===== config.mk =====
export PLATFORM = sky130hd
export DESIGN_NAME = swm_cell
export DESIGN_NICKNAME = d
export VERILOG_FILES = /design/src/hdl/swm_pkg.sv /design/src/hdl/swm_cell.sv
export SDC_FILE = /design/constraint.sdc
export NUM_CORES = 1
export LEC_CHECK = 0
export ABC_AREA = 1
export ABC_CLOCK_PERIOD_IN_PS = 3190
export BUFFER_PORTS_ARGS = -buffer_cell sky130_fd_sc_hd__buf_2
export CORE_UTILIZATION = 40
export CTS_CLUSTER_DIAMETER = 30
export CTS_CLUSTER_SIZE = 24
export DETAILED_ROUTE_END_ITERATION = 16
export MAX_ROUTING_LAYER = met4
export PLACE_DENSITY = 0.74
export SYNTH_ARGS = -nofsm -noshare
export SYNTH_HDL_FRONTEND = slang
export SYNTH_SLANG_ARGS = --single-unit

===== constraint.sdc =====
create_clock -name clk -period 3.19 [get_ports clk]
set_input_delay 0 -clock clk [delete_from_list [all_inputs] [get_ports clk]]
set_output_delay 0 -clock clk [all_outputs]
set_load 0.05 [all_outputs]

===== src/hdl/swm_pkg.sv =====
// Shared types and constants for the sliding-window median filter.
// Used by swm_cell and sliding_window_median; no dependencies.
`default_nettype none

package swm_pkg;

  localparam int WINDOW_MAX  = 64;
  localparam int SAMPLE_BITS = 32;
  localparam int AGE_BITS    = $clog2(WINDOW_MAX);
  localparam int CNT_BITS    = $clog2(WINDOW_MAX + 1);
  localparam int WS_BITS     = 7;

  localparam logic [WS_BITS-1:0] WS_RESET = WS_BITS'(3);

  // register index of window_size
  localparam logic REG_WINDOW_SIZE = 1'b0;

  // one element of the sorted window
  typedef struct packed {
    logic                          valid;
    logic [AGE_BITS-1:0]           age;
    logic signed [SAMPLE_BITS-1:0] val;
  } cell_t;

  // per-cell decisions seen by the neighbors
  typedef struct packed {
    logic above_del;  // cell sits above the removed element
    logic above_new;  // cell holds a value above the new sample
    logic del;        // cell holds the oldest element, removed this step
  } flag_t;

  // broadcast to every cell
  typedef struct packed {
    logic                          step;
    logic                          clear;
    logic                          start;
    logic                          del_active;
    logic [AGE_BITS-1:0]           oldest_age;
    logic signed [SAMPLE_BITS-1:0] new_val;
    logic signed [SAMPLE_BITS-1:0] old_val;
  } bcast_t;

endpackage

`default_nettype wire


===== src/hdl/swm_cell.sv =====
// One cell of the sorted chain: holds one element, removes/inserts in step.
// Depends on swm_pkg.
`default_nettype none

module swm_cell (
  input  wire logic           clk,
  input  wire logic           rst,
  input  wire swm_pkg::bcast_t bc,
  input  wire swm_pkg::flag_t  dn_flag,
  input  wire swm_pkg::flag_t  up_flag,
  input  wire swm_pkg::cell_t  dn_st,
  input  wire swm_pkg::cell_t  up_st,
  output swm_pkg::flag_t      flag,
  output swm_pkg::cell_t      st
);

  localparam logic [swm_pkg::AGE_BITS-1:0] AGE_ONE = swm_pkg::AGE_BITS'(1);

  swm_pkg::cell_t st_next;
  logic           valid_eff;

  // local decisions
  always_comb begin
    valid_eff      = st.valid && !bc.start;
    flag.del       = valid_eff && bc.del_active && (st.age == bc.oldest_age);
    flag.above_new = !valid_eff || (st.val > bc.new_val);
    if (valid_eff) begin
      flag.above_del = bc.del_active && !flag.del && (st.val >= bc.old_val);
    end else begin
      flag.above_del = bc.del_active;
    end
  end

  // pick the source of the new contents: self, upper, lower neighbor or new word
  always_comb begin
    if ((flag.above_del == flag.above_new) && !flag.del) begin
      st_next       = st;
      st_next.valid = valid_eff;
    end else if (up_flag.above_del && !up_flag.above_new) begin
      st_next       = up_st;
      st_next.valid = up_st.valid && !bc.start;
    end else if (!dn_flag.above_del && dn_flag.above_new && !dn_flag.del) begin
      st_next       = dn_st;
      st_next.valid = dn_st.valid && !bc.start;
    end else begin
      st_next.valid = 1'b1;
      st_next.age   = '0;
      st_next.val   = bc.new_val;
    end
  end

  // state update; every word that stays ages by one
  always_ff @(posedge clk) begin
    if (rst || bc.clear) begin
      st.valid <= 1'b0;
    end else if (bc.step) begin
      st.valid <= st_next.valid;
    end
    if (bc.step) begin
      st.val <= st_next.val;
      if ((flag.above_del == flag.above_new) && !flag.del) begin
        st.age <= st.age + AGE_ONE;
      end else if (up_flag.above_del && !up_flag.above_new) begin
        st.age <= up_st.age + AGE_ONE;
      end else if (!dn_flag.above_del && dn_flag.above_new && !dn_flag.del) begin
        st.age <= dn_st.age + AGE_ONE;
      end else begin
        st.age <= '0;
      end
    end
  end

endmodule

`default_nettype wire

==> results of run 1 <==
## metrics by stage
step | instances | cell area (um2)
floorplan | 567 | 4140
global placement | 889 | 5280
detailed placement | 889 | 5280
CTS | 899 | 5410
global route | 899 | 5410
finish | 899 | 5410
## final timing paths
kind	endpoint	startpoint	depth (start not counted)	slack, ns
max	st[22]	st[31]	15	0.32
min	st[28]	dn_st[28]	3	0.04
max reg2reg	st[22]	st[31]	15	0.32
min reg2reg	st[36]	st[36]	2	0.73
## logic make-up (layout without fill, tap and decap cells)
logic type               Yosys count  in the layout  synth area share, %
AO/OA/AOI/OAI                     90             90                 13.0
XOR/XNOR                          13             13                 2.78
adder cells (fa/ha/maj)           67             67                 20.5
buffers and inverters            110            309                 10.3
flip-flops                        39             39                 28.3
AND/OR/NAND/NOR                  248            248                 25.1
## critical path, stage by stage, from the launching register on
cell and delay [ns]:
edfxtp_1 0.45, ha_1 0.33, nand2_1 0.08, nor2_1 0.15, nand2_1 0.09, nor2_1 0.20
nand2_1 0.12, nand3_1 0.08, nand3_1 0.12, nand2_4 0.09, inv_1 0.05, nand2_2 0.08
nand3_2 0.07, nand2_1 0.11, clkinvlp_4 0.31, buf_12 0.28
## cells in the mapped netlist, drive strengths merged, types with 2 or more instances
cell type	n
nand2	152
inv	96
ha	67
nor2	62
edfxtp	38
a21oi	36
a31oi	32
nand3	16
clkbuf	13
o21ai	13
xor2	10
nand4	7
nor3	4
o21a	4
a22oi	3
xnor2	3
nor4	2
or2	2
## power by group
group / switching (mW) / internal [mW]
clock: 0.194 / 0.230
sequential: 0.0332 / 0.611
combinational: 0.396 / 0.245
## per-layer routing
metal	global-route usage [%]	vias to the layer above	wire length, um
met5	-	-	0
met4	4.88	0	142
met3	2.55	13	632
met2	41.4	163	5980
met1	26.5	1951	5120
li1	-	2264	-
## final cells by class
cell class / count / area, um2 / area share (%)
timing repair buffer: 205 / 1060 / 19.5
multi-input combinational: 418 / 2550 / 47.2
sequential: 39 / 1160 / 21.5
tap: 133 / 166 / 3.08
clock inverter: 3 / 38.8 / 0.717
inverter: 96 / 364 / 6.73
clock buffer: 5 / 68.8 / 1.27
## repair_timing
item / in CTS / in global routing
hold buffers: 2 / 0
setup endpoints to repair: 0 / 0
hold endpoints to repair: 1 / 0
==> flow_summary.toml, run 1 <==
[clocking]
cts_tree = "yes"
cts_setup_buffers = 0
cts.reportedPaths.clkPinSlew_ns = 0.08
ctsLongestPathBuffers = 2
cts_resized = 0
cts_inserted_buffers = 5
htreeDepth = 2
clkSinkCount = 39
clk_latency_ns = 0.30
root_buffer = "clkbuf_8"

[floorplanning]
dieArea_mm2 = 0.0107
design.portCount = 202
die_w_um = 103
fp.coreArea_mm2 = 0.00986
rows = 36
initial_core_util_pct = 41.5
die_h_um = 103

[job]
maxCapViolations = 0

[worst_setup_path]
crit_type = "flop to flop"
critPathMaxFanout = 20
worstSetupStartpointType = "flop"
crit_arrival_ns = 2.93
end_kind = "flop"
worstPathRequired_ns = 3.25

[timing]
setup_tns_ns = 0
hold_viol = 0
rsz0062_at_grt = "false"
setup_ws_ns = 0.320
fin_crit_sh_pct = 90.0
whs_ns = 0.0447
fmax_mhz = 348
finalCriticalPeriod_ns = 2.87
slew_headroom_pct = 26.2
finalClockSkew_ns = 0.00709
tightest_slew_ns = 1.11
report.final.slew_viol_count = 0
setup_violations = 0

[routing]
dr.pass1.iters = 4
drc = 0
vias = 4391
via_per_inst = 4.88
first_iter_violations = 174
ant_nets = 0
wirelength_mm = 11.9
wire_per_inst_um = 13.2

[layout]
finish.utilization_pct = 54.8
largest_reg_flops = 39
fill_cells = 938
area_delta_synth_final_pct = 32.0
reg_top3 = "st (39)"
largest_register = "st"
final_common_cell = "buf_2"
fin_nets = 992
drive_gt1_share_pct = 30.2
most-common-layout-cells = "buf_2, nand2_1, inv_1, ha_1, nor2_1"
diodes = 0

[pwr]
power.density_mw_per_mm2 = 316
leakagePower_nw = 2.99
p_total_mw = 1.71
vdd_drop_max_mv = 0.170

[global_routing]
overflow = 0
grt_pass1_vias = 4117
grt_pass1_wl_mm = 18.2
track_usage_pct = 22.6
grt_max_degree = 69
antenna_found_initial = 0

[yosys]
synth_edf_count = 38
syn_area_per_cell_um2 = 7.22
ys_seq_area_share_pct = 28.3
synth_area_leaders = "edfxtp_1, ha_1, nand2_1"
synth_warnings = 0
async_reset_ff_share_pct = 0
ys.flop_type = "edfxtp_1"
syn_area_mm2 = 0.00410
ys_types = 30
synth_fp_nets = 794
syn_inst = 567
synth_top_area_share_pct = 27.9
yosysTopAreaCell = "edfxtp_1"
synth-seq-cells = 39

[place]
gp_congestion = 0.837
portBuffers = 200
hpwl_mm = 9.65
dpl_worst_slack_ns = 0.296

[min_path]
min_path_type = "primary input to flop"

[status]
outcome = "finished, final reports clean"
No activity file was read; power rests on OpenSTA's default activity.
==> run 2, diff against run 1 <==
Settings changed: ABC_CLOCK_PERIOD_IN_PS 3190 to 2420, PLACE_DENSITY 0.74 to 0.77.
Clock period 3.19 ns to 2.42 ns, I/O delays scaled along.
==> run 2 against run 1 <==
- die area did not move
- utilization rose by 4.5 points
- non-clock buffer count rose by 28
- fmax rose by 13%
- largest power group is now combinational logic
- clock skew rose by 0.0054 ns
- sequential power rose by 31%
- critical path type unchanged
- worst hold slack improved by 0.0052 ns
- cell count rose by 3.1%
- the flow now finishes with violations (negative setup slack)
- critical path depth did not move
==> flow_summary.toml, run 2 (synthesis gave the netlist of run 1 again) <==
[timing]
hold_viol = 0
slew_headroom_pct = 53.0
fmax_mhz = 395
finalCriticalPeriod_ns = 2.53
finalClockSkew_ns = 0.0124
fin_crit_sh_pct = 105
setup_ws_ns = -0.114
rsz0062_at_grt = "true"
setup_violations = 32
tightest_slew_ns = 0.704
whs_ns = 0.0499
report.final.slew_viol_count = 0

[routing]
vias = 4413
ant_nets = 0
first_iter_violations = 100
wire_per_inst_um = 12.6
wirelength_mm = 11.6
drc = 0
via_per_inst = 4.76
dr.pass1.iters = 4

[status]
violations = "negative setup slack"
outcome = "complete, but fails checks"

[worst_setup_path]
r2r-start = "st[15]"
rr_worst_depth = 15
end_kind = "flop"
worstSetupStartpointType = "flop"
reg2reg_to = "st[19]"
crit_type = "flop to flop"
crit_chain = "ha_4 > a21oi_1 > o21ai_1 > a21oi_1 > nand2_2 > nand2_2 > nand2_1 > nand2_1 > nand3_2 > nand2_8 > nand3_4 > nand3_4 > nand2_4 > clkinvlp_4 > buf_12"
critPathMaxStageDelay_ns = 0.50
reg2reg_slack_ns = -0.11
critical-path-top-delay-family = "simple AND/OR/NAND/NOR gates"
worstPathRequired_ns = 2.41
slowest_stage = "edfxtp_1"
crit_arrival_ns = 2.53
critPathMaxFanout = 19
critical_path_buf_inv_count = 2

[job]
maxCapViolations = 0

[layout]
reg_top3 = "st (39)"
area_delta_synth_final_pct = 42.9
diodes = 0
drive_gt1_share_pct = 36.0
design_area_mm2 = 0.00585
layout.cells.non_filler = 927
final_common_cell = "buf_2"
fin_nets = 1020
largest_reg_flops = 39
fill_cells = 943
most-common-layout-cells = "buf_2, nand2_1, inv_1, ha_1, nor2_1"
largest_register = "st"

[pwr]
power.density_mw_per_mm2 = 389
leakagePower_nw = 3.16
switching_power_mw = 0.829
vdd_drop_max_mv = 0.233
switching_share_pct = 36.4
p_total_mw = 2.28
p_int_mw = 1.45
seqPwrFrac_pct = 37.1
comb_power_share_pct = 41.5
power.share.clock_pct = 21.4

[global_routing]
overflow = 0
track_usage_pct = 22.4
grt_pass1_vias = 4141
grt_pass1_wl_mm = 17.9
grt_max_degree = 44
antenna_found_initial = 0

[min_path]
min_from = "up_st[27]"
min_path_cells = 3
min_path_type = "primary input to flop"
holdPathEnd = "st[27]"

[place]
gp_congestion = 0.836
hpwl_mm = 9.71
portBuffers = 200
dp_cells = 913
dpl_worst_slack_ns = -0.139
postPlaceCellArea_mm2 = 0.00552

[clocking]
cts_tree = "yes"
clk_latency_ns = 0.29
htreeDepth = 2
cts_inserted_buffers = 5
root_buffer = "clkbuf_8"
clkSinkCount = 39
ctsLongestPathBuffers = 2
cts.reportedPaths.clkPinSlew_ns = 0.08

[floorplanning]
initial_core_util_pct = 41.5
fp.coreArea_mm2 = 0.00986
die_h_um = 103
design.portCount = 202
die_w_um = 103
rows = 36
dieArea_mm2 = 0.0107
-- run 2: layout make-up --
| class | count | area (um2) | share of cell area, % |
|---|---|---|---|
| inverter | 96 | 367 | 6.26 |
| clock buffer | 8 | 100 | 1.71 |
| sequential | 39 | 1160 | 19.8 |
| tap | 133 | 166 | 2.84 |
| timing repair buffer | 233 | 1300 | 22.2 |
| multi-input combinational | 418 | 2760 | 47.1 |
-- run 2: worst max path at each step --
| stage | start | endpoint | slack [ns] | depth (start not counted) |
|---|---|---|---|---|
| after CTS | st[23] | st[14] | -0.12 | 16 |
| final | st[15] | st[19] | -0.11 | 15 |
| after global routing | st[11] | st[15] | -0.26 | 16 |
| after detailed placement | st[31] | st[11] | -0.14 | 16 |
| after floorplan | st[15] | st[0] | -0.67 | 17 |
| after global placement | st[31] | st[7] | -0.13 | 16 |
-- run 2: power groups by stage --
stage               clock (mW)  combinational, mW  sequential (mW)
finish                   0.488              0.945            0.845
global route             0.529               1.06            0.852
CTS                      0.504              0.919            0.843
detailed placement           0              0.891            0.860
global placement             0              0.877            0.858
floorplan                    0              0.412             1.00
-- run 2: worst min-delay path: cells and delay by family --
kind            cells  cell delay [ns]
compound gates      1             0.12
simple gates        1             0.03
buf+inv             1             0.07
-- run 2: through the flow --
stage / utilization [%] / TNS (ns)
floorplan: - / -22.23
global placement: 56.0 / -4.26
detailed placement: 56.0 / -4.53
CTS: 57.7 / -3.51
global route: 59.3 / -8.81
finish: 59.3 / -3.04
-- run 2: timing repair --
| action | in CTS | in global routing |
|---|---|---|
| pin swaps | 2 | 2 |
| buffers inserted | 2 | 3 |
| resized for setup | 11 | 26 |
| setup endpoints to repair | 39 | 41 |
| hold buffers | 2 | 0 |
| hold endpoints to repair | 1 | 0 |
-- run 2: routing by layer --
layer	GRT usage [%]	part of all wire, %	up-vias
met5	-	0	-
met4	3.58	0.82	0
met3	2.96	5.8	8
met2	41.7	49	144
met1	25.9	44	1943
li1	-	-	2318
